[config.mk]
export PLATFORM = sky130hd
export DESIGN_NAME = magic_length_frame_parser_unit
export DESIGN_NICKNAME = d
export VERILOG_FILES = /design/src/mlfp_pkg.sv /design/src/magic_length_frame_parser_unit.sv /design/src/mlfp_parser.sv
export SDC_FILE = /design/constraint.sdc
export NUM_CORES = 1
export LEC_CHECK = 0
export BUFFER_PORTS_ARGS = -buffer_cell sky130_fd_sc_hd__buf_4
export CORE_UTILIZATION = 65
export CTS_CLUSTER_DIAMETER = 50
export DETAILED_ROUTE_END_ITERATION = 16
export PLACE_DENSITY = 0.86
export SYNTH_ARGS = -nofsm -noshare
export SYNTH_HDL_FRONTEND = slang
export SYNTH_SLANG_ARGS = --single-unit
[constraint.sdc]
create_clock -name clk -period 7.4 [get_ports clk]
set_clock_uncertainty 0.1 [all_clocks]
set_input_delay 1.85 -clock clk [delete_from_list [all_inputs] [get_ports clk]]
set_output_delay 1.85 -clock clk [all_outputs]
set_load 0.01 [all_outputs]
[src/mlfp_pkg.sv]
// Package for the magic/length frame parser: event codes, result struct,
// register indexes and the magic byte table. No dependencies.
package mlfp_pkg;

  localparam int unsigned MAGIC_LEN  = 5;
  localparam int unsigned HEADER_LEN = MAGIC_LEN + 2;
  localparam int unsigned POS_W      = 10;
  localparam int unsigned LIMIT_W    = 9;

  localparam logic [LIMIT_W-1:0] SSID_LIMIT_RST = LIMIT_W'(33);
  localparam logic [LIMIT_W-1:0] PASS_LIMIT_RST = LIMIT_W'(65);

  // configuration register indexes
  localparam logic CFG_SSID_LIMIT = 1'b0;
  localparam logic CFG_PASS_LIMIT = 1'b1;

  typedef enum logic [2:0] {
    EV_HUNT     = 3'd0,
    EV_SSID_LEN = 3'd1,
    EV_ACCEPT   = 3'd2,
    EV_SSID     = 3'd3,
    EV_PASS     = 3'd4,
    EV_REJECT   = 3'd5
  } event_t;

  typedef struct packed {
    event_t     ev;
    logic [7:0] data_byte;
    logic [7:0] section_index;
    logic       frame_end;
  } res_t;

  function automatic logic [7:0] magic_byte(input logic [2:0] idx);
    logic [7:0] b;
    unique case (idx)
      3'd0:    b = 8'h52;
      3'd1:    b = 8'h4C;
      3'd2:    b = 8'h45;
      3'd3:    b = 8'h44;
      3'd4:    b = 8'h53;
      default: b = 8'h00;
    endcase
    return b;
  endfunction

endpackage

[src/magic_length_frame_parser_unit.sv]
// Top level of the magic/length frame parser: input register, limit
// registers, parser step logic and result register. Depends on mlfp_pkg, mlfp_parser.
//
// Usage:
//   in_*  : one received byte per transaction (in_tdata).
//   out_* : one result per input byte. out_tdata = {section_index, data_byte},
//           out_tuser = event code, out_tlast = last byte of a valid frame.
//   cfg_* : write-only limit registers (index 0 ssid limit, 1 password limit);
//           the user must write them only while the block is idle; the block does not enforce it.
// Path: a byte is held in the input register, then its result in the result register.
// Throughput: one byte per cycle while results are taken. The input register
// feeds the parser, whose state and the result register update at the same edge.
// Reset: clears both valid flags, the parser state (hunt restarts) and sets
// the limits to 33 and 65.
// Stall: when out_tready is low the result holds, one more byte waits in the
// input register, and in_tready then drops until the result is taken.
module magic_length_frame_parser_unit (
  input  logic                         clk,
  input  logic                         rst_n,
  input  logic                         in_tvalid,
  output logic                         in_tready,
  input  logic [7:0]                   in_tdata,   // [7:0] rx_byte
  output logic                         out_tvalid,
  input  logic                         out_tready,
  output logic [15:0]                  out_tdata,  // [7:0] data_byte, [15:8] section_index
  output logic [2:0]                   out_tuser,  // [2:0] event_res
  output logic                         out_tlast,  // frame_end
  input  logic                         cfg_we,
  input  logic                         cfg_addr,
  input  logic [mlfp_pkg::LIMIT_W-1:0] cfg_wdata
);
  import mlfp_pkg::*;

  logic               in_valid_r;
  logic [7:0]         in_byte_r;
  logic               out_valid_r;
  res_t               res, res_r;
  logic [LIMIT_W-1:0] ssid_limit_r, pass_limit_r;
  logic               advance;

  assign advance   = in_valid_r && (!out_valid_r || out_tready);
  assign in_tready = !in_valid_r || advance;

  always_ff @(posedge clk) begin
    if (!rst_n) begin
      ssid_limit_r <= SSID_LIMIT_RST;
      pass_limit_r <= PASS_LIMIT_RST;
    end else if (cfg_we) begin
      unique case (cfg_addr)
        CFG_SSID_LIMIT: ssid_limit_r <= cfg_wdata;
        CFG_PASS_LIMIT: pass_limit_r <= cfg_wdata;
      endcase
    end
  end

  always_ff @(posedge clk) begin
    if (!rst_n) begin
      in_valid_r <= 1'b0;
    end else if (in_tready) begin
      in_valid_r <= in_tvalid;
    end
  end

  always_ff @(posedge clk) begin
    if (in_tready && in_tvalid) begin
      in_byte_r <= in_tdata;
    end
  end

  mlfp_parser u_parser (
    .clk        (clk),
    .rst_n      (rst_n),
    .step       (advance),
    .rx_byte    (in_byte_r),
    .ssid_limit (ssid_limit_r),
    .pass_limit (pass_limit_r),
    .res        (res)
  );

  always_ff @(posedge clk) begin
    if (!rst_n) begin
      out_valid_r <= 1'b0;
    end else if (advance) begin
      out_valid_r <= 1'b1;
    end else if (out_tready) begin
      out_valid_r <= 1'b0;
    end
  end

  always_ff @(posedge clk) begin
    if (advance) begin
      res_r <= res;
    end
  end

  assign out_tvalid = out_valid_r;
  assign out_tdata  = {res_r.section_index, res_r.data_byte};
  assign out_tuser  = res_r.ev;
  assign out_tlast  = res_r.frame_end;

endmodule

[src/mlfp_parser.sv]
// Frame parser state and per-byte step logic.
// Depends on mlfp_pkg.
module mlfp_parser (
  input  logic                          clk,
  input  logic                          rst_n,
  input  logic                          step,
  input  logic [7:0]                    rx_byte,
  input  logic [mlfp_pkg::LIMIT_W-1:0]  ssid_limit,
  input  logic [mlfp_pkg::LIMIT_W-1:0]  pass_limit,
  output mlfp_pkg::res_t                res
);
  import mlfp_pkg::*;

  logic [POS_W-1:0] pos_r, pos_nxt;
  logic [7:0]       ssid_size_r, ssid_size_nxt;
  logic [POS_W-1:0] exp_len_r, exp_len_nxt;

  always_comb begin
    logic [POS_W-1:0] k;
    logic [POS_W-1:0] pos_inc;
    pos_nxt       = pos_r;
    ssid_size_nxt = ssid_size_r;
    exp_len_nxt   = exp_len_r;
    res.ev        = EV_HUNT;
    res.data_byte = rx_byte;
    res.section_index = 8'd0;
    res.frame_end = 1'b0;
    k       = pos_r - POS_W'(HEADER_LEN);
    pos_inc = pos_r + POS_W'(1);

    if (pos_r < POS_W'(MAGIC_LEN)) begin
      if (rx_byte == magic_byte(pos_r[2:0])) begin
        pos_nxt = pos_inc;
      end else begin
        // simple restart: a mismatching 'R' opens a new magic
        pos_nxt       = (rx_byte == magic_byte(3'd0)) ? POS_W'(1) : '0;
        ssid_size_nxt = '0;
        exp_len_nxt   = '0;
      end
    end else if (pos_r == POS_W'(MAGIC_LEN)) begin
      ssid_size_nxt = rx_byte;
      pos_nxt       = POS_W'(HEADER_LEN - 1);
      res.ev        = EV_SSID_LEN;
    end else if (pos_r == POS_W'(HEADER_LEN - 1)) begin
      if (ssid_size_r == 8'd0 || {1'b0, ssid_size_r} >= ssid_limit ||
          {1'b0, rx_byte} >= pass_limit) begin
        pos_nxt       = '0;
        ssid_size_nxt = '0;
        exp_len_nxt   = '0;
        res.ev        = EV_REJECT;
      end else begin
        exp_len_nxt = POS_W'(HEADER_LEN) + POS_W'(ssid_size_r) + POS_W'(rx_byte);
        pos_nxt     = POS_W'(HEADER_LEN);
        res.ev      = EV_ACCEPT;
      end
    end else begin
      if (k < POS_W'(ssid_size_r)) begin
        res.ev            = EV_SSID;
        res.section_index = k[7:0];
      end else begin
        res.ev            = EV_PASS;
        res.section_index = k[7:0] - ssid_size_r;
      end
      pos_nxt = pos_inc;
      if (pos_inc >= exp_len_r) begin
        res.frame_end = 1'b1;
        pos_nxt       = '0;
        ssid_size_nxt = '0;
        exp_len_nxt   = '0;
      end
    end
  end

  always_ff @(posedge clk) begin
    if (!rst_n) begin
      pos_r       <= '0;
      ssid_size_r <= '0;
      exp_len_r   <= '0;
    end else if (step) begin
      pos_r       <= pos_nxt;
      ssid_size_r <= ssid_size_nxt;
      exp_len_r   <= exp_len_nxt;
    end
  end

endmodule

# [After elaboration in Yosys (flattened, before gate mapping)]
# Index checks and enable logic that the tools add are counted.
# Widths: inputs -> output; s select.
[totals] ff_bits=76 latch_bits=0 ramBits=0 romBits=0 input_bits=23 n_memories=0
[classes] n_addsub=5 multipliers=0 div=0 n_lt_le_gt_ge=5 n_eq_ne=11 n_shift=0 n_mux=29 bitwise_logic=1 reduce_logical=19
[op_table] op="$mux 10" n=11
[op_table] op="$mux 8" n=8
[op_table] op="$pmux 7 s5" n=1
[op_table] op="$eq 10x3->1 const B" n=2
[op_table] op="$ge 8x9->1" n=2
[op_table] op="$mux 3" n=4
[op_table] op="$add 10x1->10 const B" n=1
[op_table] op="$add 10x8->10" n=1
[op_table] op="$ge 10x10->1" n=1
[op_table] op="$lt 10x3->1 const B" n=1
[op_table] op="$lt 10x8->1" n=1
[op_table] op="$sub 10x3->10 const B" n=1
[op_table] op="$add 3x8->9 const A" n=1
[op_table] op="$eq 8x7->1 const B" n=1
[op_table] op="$eq 8x8->1" n=1
[op_table] op="$logic_not 8->1" n=1
[op_table] op="$reduce_and 4->1" n=2
[op_table] op="$sub 8x8->8" n=1
[op_table] op="$eq 3x2->1 const B" n=2
[op_table] op="$mux 1" n=5
[op_table] op="$logic_or 1x1->1" n=4
[op_table] op="$ne 4x2->1 const B" n=1
[op_table] op="$reduce_and 2->1" n=2
[op_table] op="$reduce_bool 4->1" n=1
[op_table] op="12 further kinds" n=14

# [Logic depth before layout (Yosys ltp)]
# Gate-level depths: netlist (run 1).
[depth] depth_word=7 mapped_depth=13

# [Hierarchy]
# Synthesis (run 1) repeated with hierarchy kept, for this count alone.
[hier_totals] hier_cells=546 hier_area_um2=5086.1
[by_module_without_submodules] module="mlfp_parser" instances=1 cells_per_inst=435 area_per_inst_um2=3439.5 seq_area_each_um2=560.5
[by_module_without_submodules] module="magic_length_frame_parser_unit" instances=1 cells_per_inst=111 area_per_inst_um2=1646.6 seq_area_each_um2=1241.2

# [Worst setup path before layout (run 1)]
# Ideal clock, no wire load.
[synth_path] path_type="in2out" start="in out_tready" end="out in_tready" t_arrival_ns=2.148 slack_ns=3.302 path_stages=2 n_path_buf=0 cell_sequence="nor2b_1 nand2_1"
[synth_via] elab_chain_cells=3
[synth_lines] item="from (decl)" line_no="magic_length_frame_parser_unit.sv:24" text="input logic out_tready,"
[synth_lines] item="$logic_or 1x1->1" line_no="magic_length_frame_parser_unit.sv:41" text="assign advance = in_valid_r && (!out_valid_r || out_tready);"
[synth_lines] item="$logic_and 1x1->1" line_no="magic_length_frame_parser_unit.sv:41"
[synth_lines] item="$logic_or 1x1->1" line_no="magic_length_frame_parser_unit.sv:42" text="assign in_tready = !in_valid_r || advance;"
[synth_lines] item="to (decl)" line_no="magic_length_frame_parser_unit.sv:21" text="output logic in_tready,"
# Every way passes these cells.

# [Final worst setup path (run 1)]
# Same ends and word-level chain as after synthesis.

==> results of run 1 <==
## cell families (layout without fill, tap and decap cells)
group | Yosys count | in the layout | share of synthesized area [%]
buf+inv | 65 | 106 | 5.61
compound gates | 120 | 120 | 17.1
flops | 76 | 76 | 36.2
simple gates | 197 | 197 | 20.9
xor+xnor | 33 | 33 | 5.81
mux | 5 | 5 | 1.01
fa+ha+maj | 52 | 52 | 13.4
## per-layer routing
layer,share of wire [%],up-vias,global-route usage (%)
met5,0,-,0
met4,3.4,0,16.5
met3,6.2,34,6.28
met2,50,188,53.1
met1,40,1987,36.7
li1,-,2033,-
## worst max-delay path by stage
stage	from	end	cells past startpoint
floorplan	out_tready	in_tready	2
global placement	out_tready	u_parser.ssid_size_r[1]	7
detailed placement	out_tready	u_parser.ssid_size_r[5]	7
CTS	out_tready	in_tready	4
global route	out_tready	in_tready	4
finish	out_tready	in_tready	4
## sequential cells by signal, indices dropped and copies added, names as in the netlist, 3 cells and up
signal	flops
u_parser.exp_len_r	10
out_tdata	16
ssid_limit_r	9
out_tuser	3
u_parser.pos_r	10
pass_limit_r	9
u_parser.ssid_size_r	8
in_byte_r	8
## final cells by class
| type | instances | area share, % |
|---|---|---|
| multi-input combinational | 407 | 52.3 |
| sequential | 76 | 32.6 |
| clock buffer | 9 | 2.24 |
| inverter | 46 | 3.12 |
| clock inverter | 7 | 1.52 |
| tap | 99 | 2.24 |
| timing repair buffer | 44 | 5.97 |
## worst register-to-register path: stages (launching register included)
cell and delay, ns:
sky130_fd_sc_hd__dfxtp_1 0.57, sky130_fd_sc_hd__ha_1 0.33, sky130_fd_sc_hd__ha_1 0.29, sky130_fd_sc_hd__inv_1 0.15
sky130_fd_sc_hd__ha_1 0.32, sky130_fd_sc_hd__a211o_1 0.34, sky130_fd_sc_hd__a21oi_1 0.19, sky130_fd_sc_hd__o21ai_0 0.17
sky130_fd_sc_hd__a221oi_2 0.97, sky130_fd_sc_hd__nand2b_1 0.17, sky130_fd_sc_hd__a21oi_1 0.26
## power by group
group	switching [mW]	internal (mW)
combinational	0.0635	0.0468
sequential	0.0128	0.448
clock	0.174	0.161
total	0.251	0.656
## synthesized netlist by cell type, types with 7 or more instances
cell type                  count
sky130_fd_sc_hd__a31o_1        9
sky130_fd_sc_hd__and3_1       14
sky130_fd_sc_hd__nand2_1      64
sky130_fd_sc_hd__a21oi_1      20
sky130_fd_sc_hd__nor2b_1       9
sky130_fd_sc_hd__nor4_1        7
sky130_fd_sc_hd__nand4_1       8
sky130_fd_sc_hd__clkbuf_1      9
sky130_fd_sc_hd__xnor2_1      16
sky130_fd_sc_hd__xor2_1       17
sky130_fd_sc_hd__ha_1         50
sky130_fd_sc_hd__inv_1        45
sky130_fd_sc_hd__a211oi_1     13
sky130_fd_sc_hd__o21ai_0      24
sky130_fd_sc_hd__nor2_1       33
sky130_fd_sc_hd__nor3_1        8
sky130_fd_sc_hd__dfxtp_1      48
sky130_fd_sc_hd__nand3_1      19
sky130_fd_sc_hd__a21boi_0     14
sky130_fd_sc_hd__nand2b_1      8
sky130_fd_sc_hd__edfxtp_1     28
==> impl_metrics.py, run 1 <==
metrics = {
    "synth": {
        "synthesis.nets": 623,
        "syn_area_per_cell_um2": 9.08,
        "largest_cells_by_area_after_synthesis": "sky130_fd_sc_hd__dfxtp_1 19%, sky130_fd_sc_hd__edfxtp_1 17%, sky130_fd_sc_hd__ha_1 13%, sky130_fd_sc_hd__nand2_1 4.8%, sky130_fd_sc_hd__inv_1 3.4%",
        "ys.flop_type": "sky130_fd_sc_hd__dfxtp_1",
        "synth_warnings": 0,
        "synth_top_area_share_pct": 19.3,
        "mappedNetlistArea_um2": 4980,
        "netlist_instances": 548,
        "yosys.area.top_type": "sky130_fd_sc_hd__dfxtp_1",
        "number_of_enable_flip_flop_cells_after_synthesis": 28,
        "synth.yosys.seq_area_share_pct": 36.2,
        "synth.distinct_cells": 64,
        "synth_async_sr_flop_share_pct": 0,
        "ys_seq_elements": 76,
    },
    "global_route": {
        "antenna_found_initial": 0,
        "grt_start_max_net_pins": 54,
        "via_count_of_the_first_global_routing_pass": 3989,
        "overflow": 0,
        "grt_pass1_wl_um": 18400,
        "globalRouteTotalUtil_pct": 31.0,
    },
    "timing": {
        "holdWs_ns": 0.371,
        "worst_slew_margin_rel_pct": 21.8,
        "timing.final.setup_violations": 0,
        "grt_setup_unrepaired": "false",
        "report.final.hold_viol_count": 0,
        "fin_ws_ns": 3.02,
        "tightest_slew_ns": 1.17,
        "final_min_period_over_clock_period_pct": 59.2,
        "timing.fmax_ghz": 0.228,
        "final_period_minus_worst_setup_slack_ns": 4.38,
        "final_tns_setup_ns": 0,
        "timing.final.max_slew_violations": 0,
    },
    "clock_tree": {
        "cts_hold_buffers": 0,
        "setup_fix_bufs_post_cts": 0,
        "clk_pin_slew_ns": 0.09,
        "resize_count_post_cts": 0,
        "tritoncts.num_buffers": 9,
        "tritoncts": "yes",
        "insertion_delay_ns": 0.37,
        "root_buffer": "sky130_fd_sc_hd__clkbuf_8",
        "clock_sink_count": 76,
        "htree_num_levels": 3,
        "max-clock-path-buffers": 2,
    },
    "critical_path": {
        "required_time_at_the_worst_slack_endpoint_ns": 5.45,
        "regToRegEndpoint": "out_tuser[1]",
        "timing.reg2reg.setup_slack_ns": 3.38,
        "cp_max_fo": 4,
        "worst_path_most_repeated_cell": "sky130_fd_sc_hd__buf_4",
        "r2r_start": "u_parser.pos_r[0]",
        "ff2ff_path_depth": 10,
        "path_delay_family": "simple AND/OR/NAND/NOR gates",
        "critical_path.startpoint_type": "input port",
        "cp_data_arrival_time_ns": 2.43,
        "critical-path-slowest-cell": "sky130_fd_sc_hd__nor2b_1",
        "cpPeakStageDelay_ns": 0.22,
        "timing.critical_path.buf_inv": 2,
        "cells_along_the_critical_path": "buf_4, nor2b_1, nand2_1, buf_4",
        "worst-setup-path-type": "in -> out",
        "cp-end-kind": "output port",
    },
    "job": {
        "max_cap_violations": 0,
    },
    "route": {
        "vias_per_cell": 6.17,
        "routed-via-count": 4242,
        "post_drt_wl_per_cell_um": 16.7,
        "ant_nets": 0,
        "detail_route.first_pass.iterations": 5,
        "finalWirelength_um": 11500,
        "detail_route.drc_violations": 0,
        "detail_route.iter0.violations": 263,
    },
    "layout": {
        "design_area_um2": 5530,
        "final_core_util_pct": 75.5,
        "cell_count_final_fillers_out": 688,
        "nNetsFinal": 659,
        "most-common-layout-cells": "64 x sky130_fd_sc_hd__nand2_1, 50 x sky130_fd_sc_hd__ha_1, 48 x sky130_fd_sc_hd__dfxtp_1",
        "area_growth_pct": 11.2,
        "multi_input_area_um2": 2900,
        "antenna_cells": 0,
        "final_common_cell": "sky130_fd_sc_hd__nand2_1",
        "drive_gt1_share_pct": 12.9,
        "fill_cells": 530,
        "regArea_um2": 1800,
    },
    "floorplan": {
        "dieWidth_um": 89.5,
        "initial_utilization_pct": 67.9,
        "die_height_um": 89.5,
        "top_level_ports": 45,
        "die_area_um2": 8010,
        "coreArea_um2": 7330,
        "rows": 31,
    },
    "power": {
        "power.ir.vdd_worst_uv": 133,
        "leakage_nw": 2.19,
        "total_power_mw": 0.907,
        "pwr_density_cell_nw_per_um2": 164,
    },
    "placement": {
        "port_buffers": 44,
        "dpl_cell_area_um2": 5320,
        "placed_cells": 672,
        "finalWeightedCongestion": 0.889,
        "hpwlAfterDp_um": 8630,
        "dp_worst_setup_slack_ns": 2.82,
    },
    "worst_hold_path": {
        "min-delay-path-class": "reg -> reg",
        "hold_path_depth": 2,
        "hold_path_end": "u_parser.exp_len_r[0]",
        "timing.hold.worst.start": "u_parser.exp_len_r[0]",
    },
    "run_status": {
        "run_status": "complete, no violations",
    },
}
Note: power is estimated with default switching activity, not from simulation.
==> run 2, diff against run 1 <==
--- a/config.mk
+++ b/config.mk
@@ -6,10 +6,10 @@
 export NUM_CORES = 1
 export LEC_CHECK = 0
 export BUFFER_PORTS_ARGS = -buffer_cell sky130_fd_sc_hd__buf_4
-export CORE_UTILIZATION = 65
+export CORE_UTILIZATION = 54
 export CTS_CLUSTER_DIAMETER = 50
 export DETAILED_ROUTE_END_ITERATION = 16
-export PLACE_DENSITY = 0.86
+export PLACE_DENSITY = 0.76
 export SYNTH_ARGS = -nofsm -noshare
 export SYNTH_HDL_FRONTEND = slang
 export SYNTH_SLANG_ARGS = --single-unit
==> constraint.sdc (replaced) <==
create_clock -name clk -period 4 [get_ports clk]
set_clock_uncertainty 0.1 [all_clocks]
set_input_delay 1 -clock clk [delete_from_list [all_inputs] [get_ports clk]]
set_output_delay 1 -clock clk [all_outputs]
set_load 0.01 [all_outputs]
==> run 2 against run 1 <==
  * First-iteration DRC count fell by 27%
  * Final cell count up 1.6%
  * Final area grew 0.25%
  * Die area is 20% higher
  * Sequential share of layout area decreased by 0.081 points
  * Clock power is 79% higher
  * Routed wire length rose by 3.2%
  * Largest cell class unchanged
  * Worst hold slack got worse by 0.0088 ns
  * Global-route usage shrank 4.9 points
  * Highest routed layer unchanged
  * Total power rose by 83%
  * Via count is 2.5% lower
==> impl_metrics.py, run 2 (synthesis results as in run 1) <==
metrics = {
    "layout": {
        "largest_reg_flops": 16,
        "area_growth_pct": 11.4,
        "most-common-layout-cells": "64 x sky130_fd_sc_hd__nand2_1, 50 x sky130_fd_sc_hd__ha_1, 48 x sky130_fd_sc_hd__dfxtp_1",
        "drive_gt1_share_pct": 13.2,
        "final_common_cell": "sky130_fd_sc_hd__nand2_1",
        "design_area_um2": 5550,
        "antenna_cells": 0,
        "nNetsFinal": 661,
    },
    "timing": {
        "timing.fmax_ghz": 0.295,
        "report.final.hold_viol_count": 0,
        "final_min_period_over_clock_period_pct": 84.7,
        "holdWs_ns": 0.362,
        "fin_ws_ns": 0.614,
        "tightest_slew_ns": 0.696,
        "final_tns_setup_ns": 0,
        "worst_slew_margin_rel_pct": 53.4,
        "grt_setup_unrepaired": "false",
        "timing.final.setup_violations": 0,
        "final_period_minus_worst_setup_slack_ns": 3.39,
        "timing.final.max_slew_violations": 0,
    },
    "critical_path": {
        "critical-path-slowest-cell": "sky130_fd_sc_hd__dfxtp_1",
        "required_time_at_the_worst_slack_endpoint_ns": 4.17,
        "cells_along_the_critical_path": "and3_1, nand3_1, nor2_1, xor2_1, ha_1, a211oi_1, nor2_1, a211oi_1, a22o_2, nor2_4, a31o_1",
        "path_delay_family": "compound AO/OA/AOI/OAI gates",
        "cp_data_arrival_time_ns": 3.56,
        "timing.critical_path.buf_inv": 0,
        "worst-setup-path-type": "reg -> reg",
        "cp-end-kind": "flip-flop",
        "timing.reg2reg.setup_slack_ns": 0.61,
        "cp_max_fo": 11,
        "cpPeakStageDelay_ns": 0.63,
        "critical_path.startpoint_type": "flip-flop",
    },
    "power": {
        "power.ir.vdd_worst_uv": 195,
        "pwr_density_cell_nw_per_um2": 299,
        "leakage_nw": 2.20,
    },
    "global_route": {
        "globalRouteTotalUtil_pct": 26.1,
        "grt_pass1_wl_um": 19500,
        "overflow": 0,
        "antenna_found_initial": 0,
        "grt_start_max_net_pins": 54,
        "via_count_of_the_first_global_routing_pass": 3978,
    },
    "clock_tree": {
        "setup_fix_bufs_post_cts": 0,
        "max-clock-path-buffers": 2,
        "cts_hold_buffers": 0,
        "insertion_delay_ns": 0.37,
        "clk_pin_slew_ns": 0.10,
        "root_buffer": "sky130_fd_sc_hd__clkbuf_8",
        "tritoncts": "yes",
        "tritoncts.num_buffers": 9,
        "resize_count_post_cts": 0,
        "clock_sink_count": 76,
        "htree_num_levels": 3,
    },
    "floorplan": {
        "die_height_um": 98.0,
        "top_level_ports": 45,
        "die_area_um2": 9600,
        "dieWidth_um": 98.0,
        "initial_utilization_pct": 56.5,
        "rows": 34,
        "coreArea_um2": 8810,
    },
    "run_status": {
        "run_status": "complete, no violations",
    },
    "placement": {
        "dpl_cell_area_um2": 5350,
        "finalWeightedCongestion": 0.910,
        "hpwlAfterDp_um": 9020,
        "port_buffers": 44,
        "dp_worst_setup_slack_ns": 0.707,
    },
    "route": {
        "routed-via-count": 4135,
        "ant_nets": 0,
        "detail_route.first_pass.iterations": 5,
        "post_drt_wl_per_cell_um": 17.0,
        "detail_route.iter0.violations": 193,
        "detail_route.drc_violations": 0,
        "finalWirelength_um": 11900,
        "vias_per_cell": 5.92,
    },
    "worst_hold_path": {
        "min-delay-path-class": "reg -> reg",
    },
    "job": {
        "max_cap_violations": 0,
    },
}
[run 2: cell types whose count changed in the layout (fill, tap and decap cells not counted)]
cell,change
sky130_fd_sc_hd__inv_8,+3
sky130_fd_sc_hd__clkinvlp_4,-1
sky130_fd_sc_hd__bufinv_16,-1
sky130_fd_sc_hd__clkinv_4,-2
sky130_fd_sc_hd__inv_6,+1
sky130_fd_sc_hd__buf_4,+2
[run 2: worst paths after layout]
path                         startpoint                     to  cells past startpoint
hold reg to reg   u_parser.exp_len_r[8]  u_parser.exp_len_r[8]                      2
hold / removal    u_parser.exp_len_r[8]  u_parser.exp_len_r[8]                      2
setup reg to reg      u_parser.pos_r[4]  u_parser.exp_len_r[6]                     11
setup / recovery      u_parser.pos_r[4]  u_parser.exp_len_r[6]                     11
[run 2: power by group]
group	internal, mW	switching, mW
Sequential	0.829	0.0243
Clock	0.250	0.353
Combinational	0.0876	0.118
Total	1.17	0.495
[run 2: routing by layer]
metal  track usage [%]  vias to the layer above  share of wire (%)
li1                  -                     2033                  -
met1              32.6                     1927                 44
met2              45.1                      150                 48
met3              4.72                       25                6.2
met4              9.09                        0                2.1
met5                 0                        -                  0
[run 2: worst min-delay path, delay by kind of cell (launching register included)]
family,cells,cell delay [ns]
AOI/OAI and AO/OA,1,0.05
and+or+nand+nor,1,0.05
DFF,1,0.32
[run 2: area by class of cell]
type / count / area (um2)
Fill cell: 740 / 3260
Tap cell: 108 / 135
Clock inverter: 7 / 71.3
Inverter: 46 / 173
Multi-Input combinational cell: 407 / 2900
Timing Repair Buffer: 46 / 345
Sequential cell: 76 / 1800
Clock buffer: 9 / 124
[run 2: per-stage QoR]
| step | std cells | total power [mW] | util (%) |
|---|---|---|---|
| 2_1_floorplan | 548 | 1.00 | - |
| 3_3_place_gp | 683 | 1.07 | 60.8 |
| 3_5_place_dp | 683 | 1.07 | 60.8 |
| 4_1_cts | 699 | 1.67 | 63.0 |
| 5_1_grt | 699 | 1.72 | 63.0 |
| 6_report | 699 | 1.66 | 63.0 |
==> run 3, diff against run 2 <==
==> constraint.sdc (replaced) <==
create_clock -name clk -period 2.83 [get_ports clk]
set_clock_uncertainty 0.1 [all_clocks]
set_input_delay 0.7075 -clock clk [delete_from_list [all_inputs] [get_ports clk]]
set_output_delay 0.7075 -clock clk [all_outputs]
set_load 0.01 [all_outputs]
==> run 3 against run 2 <==
  * Critical path depth is 1 higher
  * The flow now finishes with violations (setup timing)
  * Final area up 15%
  * Sequential cell count did not move
  * Combinational power is 84% higher
  * Clock power rose by 64%
  * First-iteration DRC count increased by 9.3%
  * Global-route usage is 3.4 points higher
  * Routed wire length is 17% higher
  * Count of clock-buffer cells in the layout stayed put
  * Sequential share of layout area shrank 4.1 points
  * Via count rose by 8.2%
  * Highest routed layer unchanged
  * Register-to-register slack lost 0.66 ns
==> impl_metrics.py, run 3 (synthesis results as in run 1) <==
metrics = {
    "run_status": {
        "run_status": "finished, violations left",
        "failed_checks": "setup timing",
    },
    "timing": {
        "fin_ws_ns": -0.0479,
        "worst_slew_margin_rel_pct": 54.1,
        "final_min_period_over_clock_period_pct": 102,
        "timing.fmax_ghz": 0.347,
        "timing.final.max_slew_violations": 0,
        "report.final.hold_viol_count": 0,
        "timing.final.setup_violations": 4,
        "final_tns_setup_ns": -0.150,
        "tightest_slew_ns": 0.685,
        "final_period_minus_worst_setup_slack_ns": 2.88,
        "grt_setup_unrepaired": "true",
    },
    "layout": {
        "antenna_cells": 0,
        "largest_reg_flops": 16,
        "final_core_util_pct": 72.4,
        "most-common-layout-cells": "101 x sky130_fd_sc_hd__buf_4, 64 x sky130_fd_sc_hd__nand2_1, 44 x sky130_fd_sc_hd__dfxtp_1",
        "final_common_cell": "sky130_fd_sc_hd__buf_4",
        "area_growth_pct": 28.2,
        "nNetsFinal": 722,
        "drive_gt1_share_pct": 29.9,
    },
    "power": {
        "power_switching_mw": 0.709,
        "power.ir.vdd_worst_uv": 265,
        "clkPwrFrac_pct": 38.6,
        "total_power_mw": 2.56,
        "seq_power_share_pct": 46.7,
        "internal_power_mw": 1.85,
        "leakage_nw": 2.55,
        "combPwrFrac_pct": 14.7,
        "pwr_density_cell_nw_per_um2": 401,
        "netSwitchingFraction_pct": 27.7,
    },
    "clock_tree": {
        "tritoncts.num_buffers": 9,
        "insertion_delay_ns": 0.36,
        "clock_sink_count": 76,
        "cts_hold_buffers": 0,
        "htree_num_levels": 3,
        "root_buffer": "sky130_fd_sc_hd__clkbuf_8",
        "clk_pin_slew_ns": 0.09,
        "max-clock-path-buffers": 2,
        "tritoncts": "yes",
    },
    "global_route": {
        "overflow": 0,
        "antenna_found_initial": 0,
        "grt_pass1_wl_um": 22100,
        "grt_start_max_net_pins": 37,
        "via_count_of_the_first_global_routing_pass": 4464,
        "globalRouteTotalUtil_pct": 29.5,
    },
    "route": {
        "detail_route.first_pass.iterations": 5,
        "detail_route.iter0.violations": 211,
        "routed-via-count": 4475,
        "vias_per_cell": 5.89,
        "detail_route.drc_violations": 0,
        "post_drt_wl_per_cell_um": 18.3,
        "ant_nets": 0,
        "finalWirelength_um": 13900,
    },
    "floorplan": {
        "dieWidth_um": 98.0,
        "initial_utilization_pct": 56.5,
        "die_area_um2": 9600,
        "die_height_um": 98.0,
        "rows": 34,
        "coreArea_um2": 8810,
        "top_level_ports": 45,
    },
    "worst_hold_path": {
        "min-delay-path-class": "reg -> reg",
        "timing.hold.worst.start": "u_parser.exp_len_r[0]",
    },
    "critical_path": {
        "r2r_start": "u_parser.pos_r[0]",
        "cp-end-kind": "flip-flop",
        "critical_path.startpoint_type": "flip-flop",
        "cp_max_fo": 6,
        "regToRegEndpoint": "out_tdata[9]",
        "ff2ff_path_depth": 12,
        "required_time_at_the_worst_slack_endpoint_ns": 2.84,
        "cp_data_arrival_time_ns": 2.89,
        "crit_path_end": "out_tdata[9]",
        "timing.critical_path.from": "u_parser.pos_r[0]",
        "worst-setup-path-type": "reg -> reg",
        "timing.reg2reg.setup_slack_ns": -0.05,
    },
    "placement": {
        "finalWeightedCongestion": 0.863,
        "port_buffers": 44,
        "hpwlAfterDp_um": 9820,
    },
    "job": {
        "max_cap_violations": 0,
    },
}
run 3: critical path, stage by stage, from the launching register on:
cell	delay, ns
sky130_fd_sc_hd__dfxtp_4	0.39
sky130_fd_sc_hd__ha_4	0.19
sky130_fd_sc_hd__ha_4	0.28
sky130_fd_sc_hd__inv_4	0.04
sky130_fd_sc_hd__ha_4	0.21
sky130_fd_sc_hd__a211o_1	0.33
sky130_fd_sc_hd__a21oi_2	0.19
sky130_fd_sc_hd__o21ai_2	0.08
sky130_fd_sc_hd__a221oi_2	0.29
sky130_fd_sc_hd__buf_4	0.18
sky130_fd_sc_hd__buf_6	0.11
sky130_fd_sc_hd__mux2i_1	0.19
sky130_fd_sc_hd__nor2_1	0.06
run 3: final cells by class:
| class | instances | area [um2] |
|---|---|---|
| Sequential cell | 76 | 1810 |
| Fill cell | 634 | 2430 |
| Tap cell | 108 | 135 |
| Multi-Input combinational cell | 409 | 3220 |
| Clock buffer | 9 | 124 |
| Timing Repair Buffer | 105 | 803 |
| Clock inverter | 7 | 105 |
| Inverter | 46 | 179 |
run 3: through the flow:
stage               instances  worst slack, ns  hold slack (ns)  cell area, um2
CTS                       757         0.000177            0.361            6140
floorplan                 548           0.0106            0.333            5030
detailed placement        728          -0.0949            0.348            5740
global placement          728          -0.0173            0.346            5740
finish                    760          -0.0479            0.362            6380
global route              760           -0.157            0.379            6380
run 3: layer usage:
layer | global-route usage, % | up-vias | part of all wire, %
met5 | 0 | - | 0
met4 | 13.2 | 0 | 3.3
met1 | 35.8 | 2113 | 42
met3 | 4.08 | 40 | 4.5
met2 | 51.8 | 169 | 51
li1 | - | 2153 | -
run 3: repair_timing:
item,in CTS,in global routing
cloned,0,2
resized for setup,20,44
buffers inserted,13,1
endpoints found under the setup margin,29,37
pin swaps,11,20
run 3: worst min path at each step:
stage | cells after the start | slack, ns | endpoint
after floorplan | 2 | 0.33 | u_parser.exp_len_r[0]
after global placement | 2 | 0.35 | u_parser.exp_len_r[0]
after detailed placement | 2 | 0.35 | u_parser.exp_len_r[0]
after CTS | 2 | 0.36 | u_parser.exp_len_r[0]
after global routing | 2 | 0.38 | u_parser.exp_len_r[7]
final | 2 | 0.36 | u_parser.exp_len_r[0]
run 3: power groups by stage:
| stage | Combinational [mW] | Sequential, mW | Clock [mW] |
|---|---|---|---|
| 3_3_place_gp | 0.326 | 1.22 | 0 |
| 4_1_cts | 0.351 | 1.19 | 0.993 |
| 6_report | 0.377 | 1.19 | 0.987 |
| 2_1_floorplan | 0.197 | 1.22 | 0 |
| 3_5_place_dp | 0.338 | 1.22 | 0 |
| 5_1_grt | 0.408 | 1.20 | 1.05 |
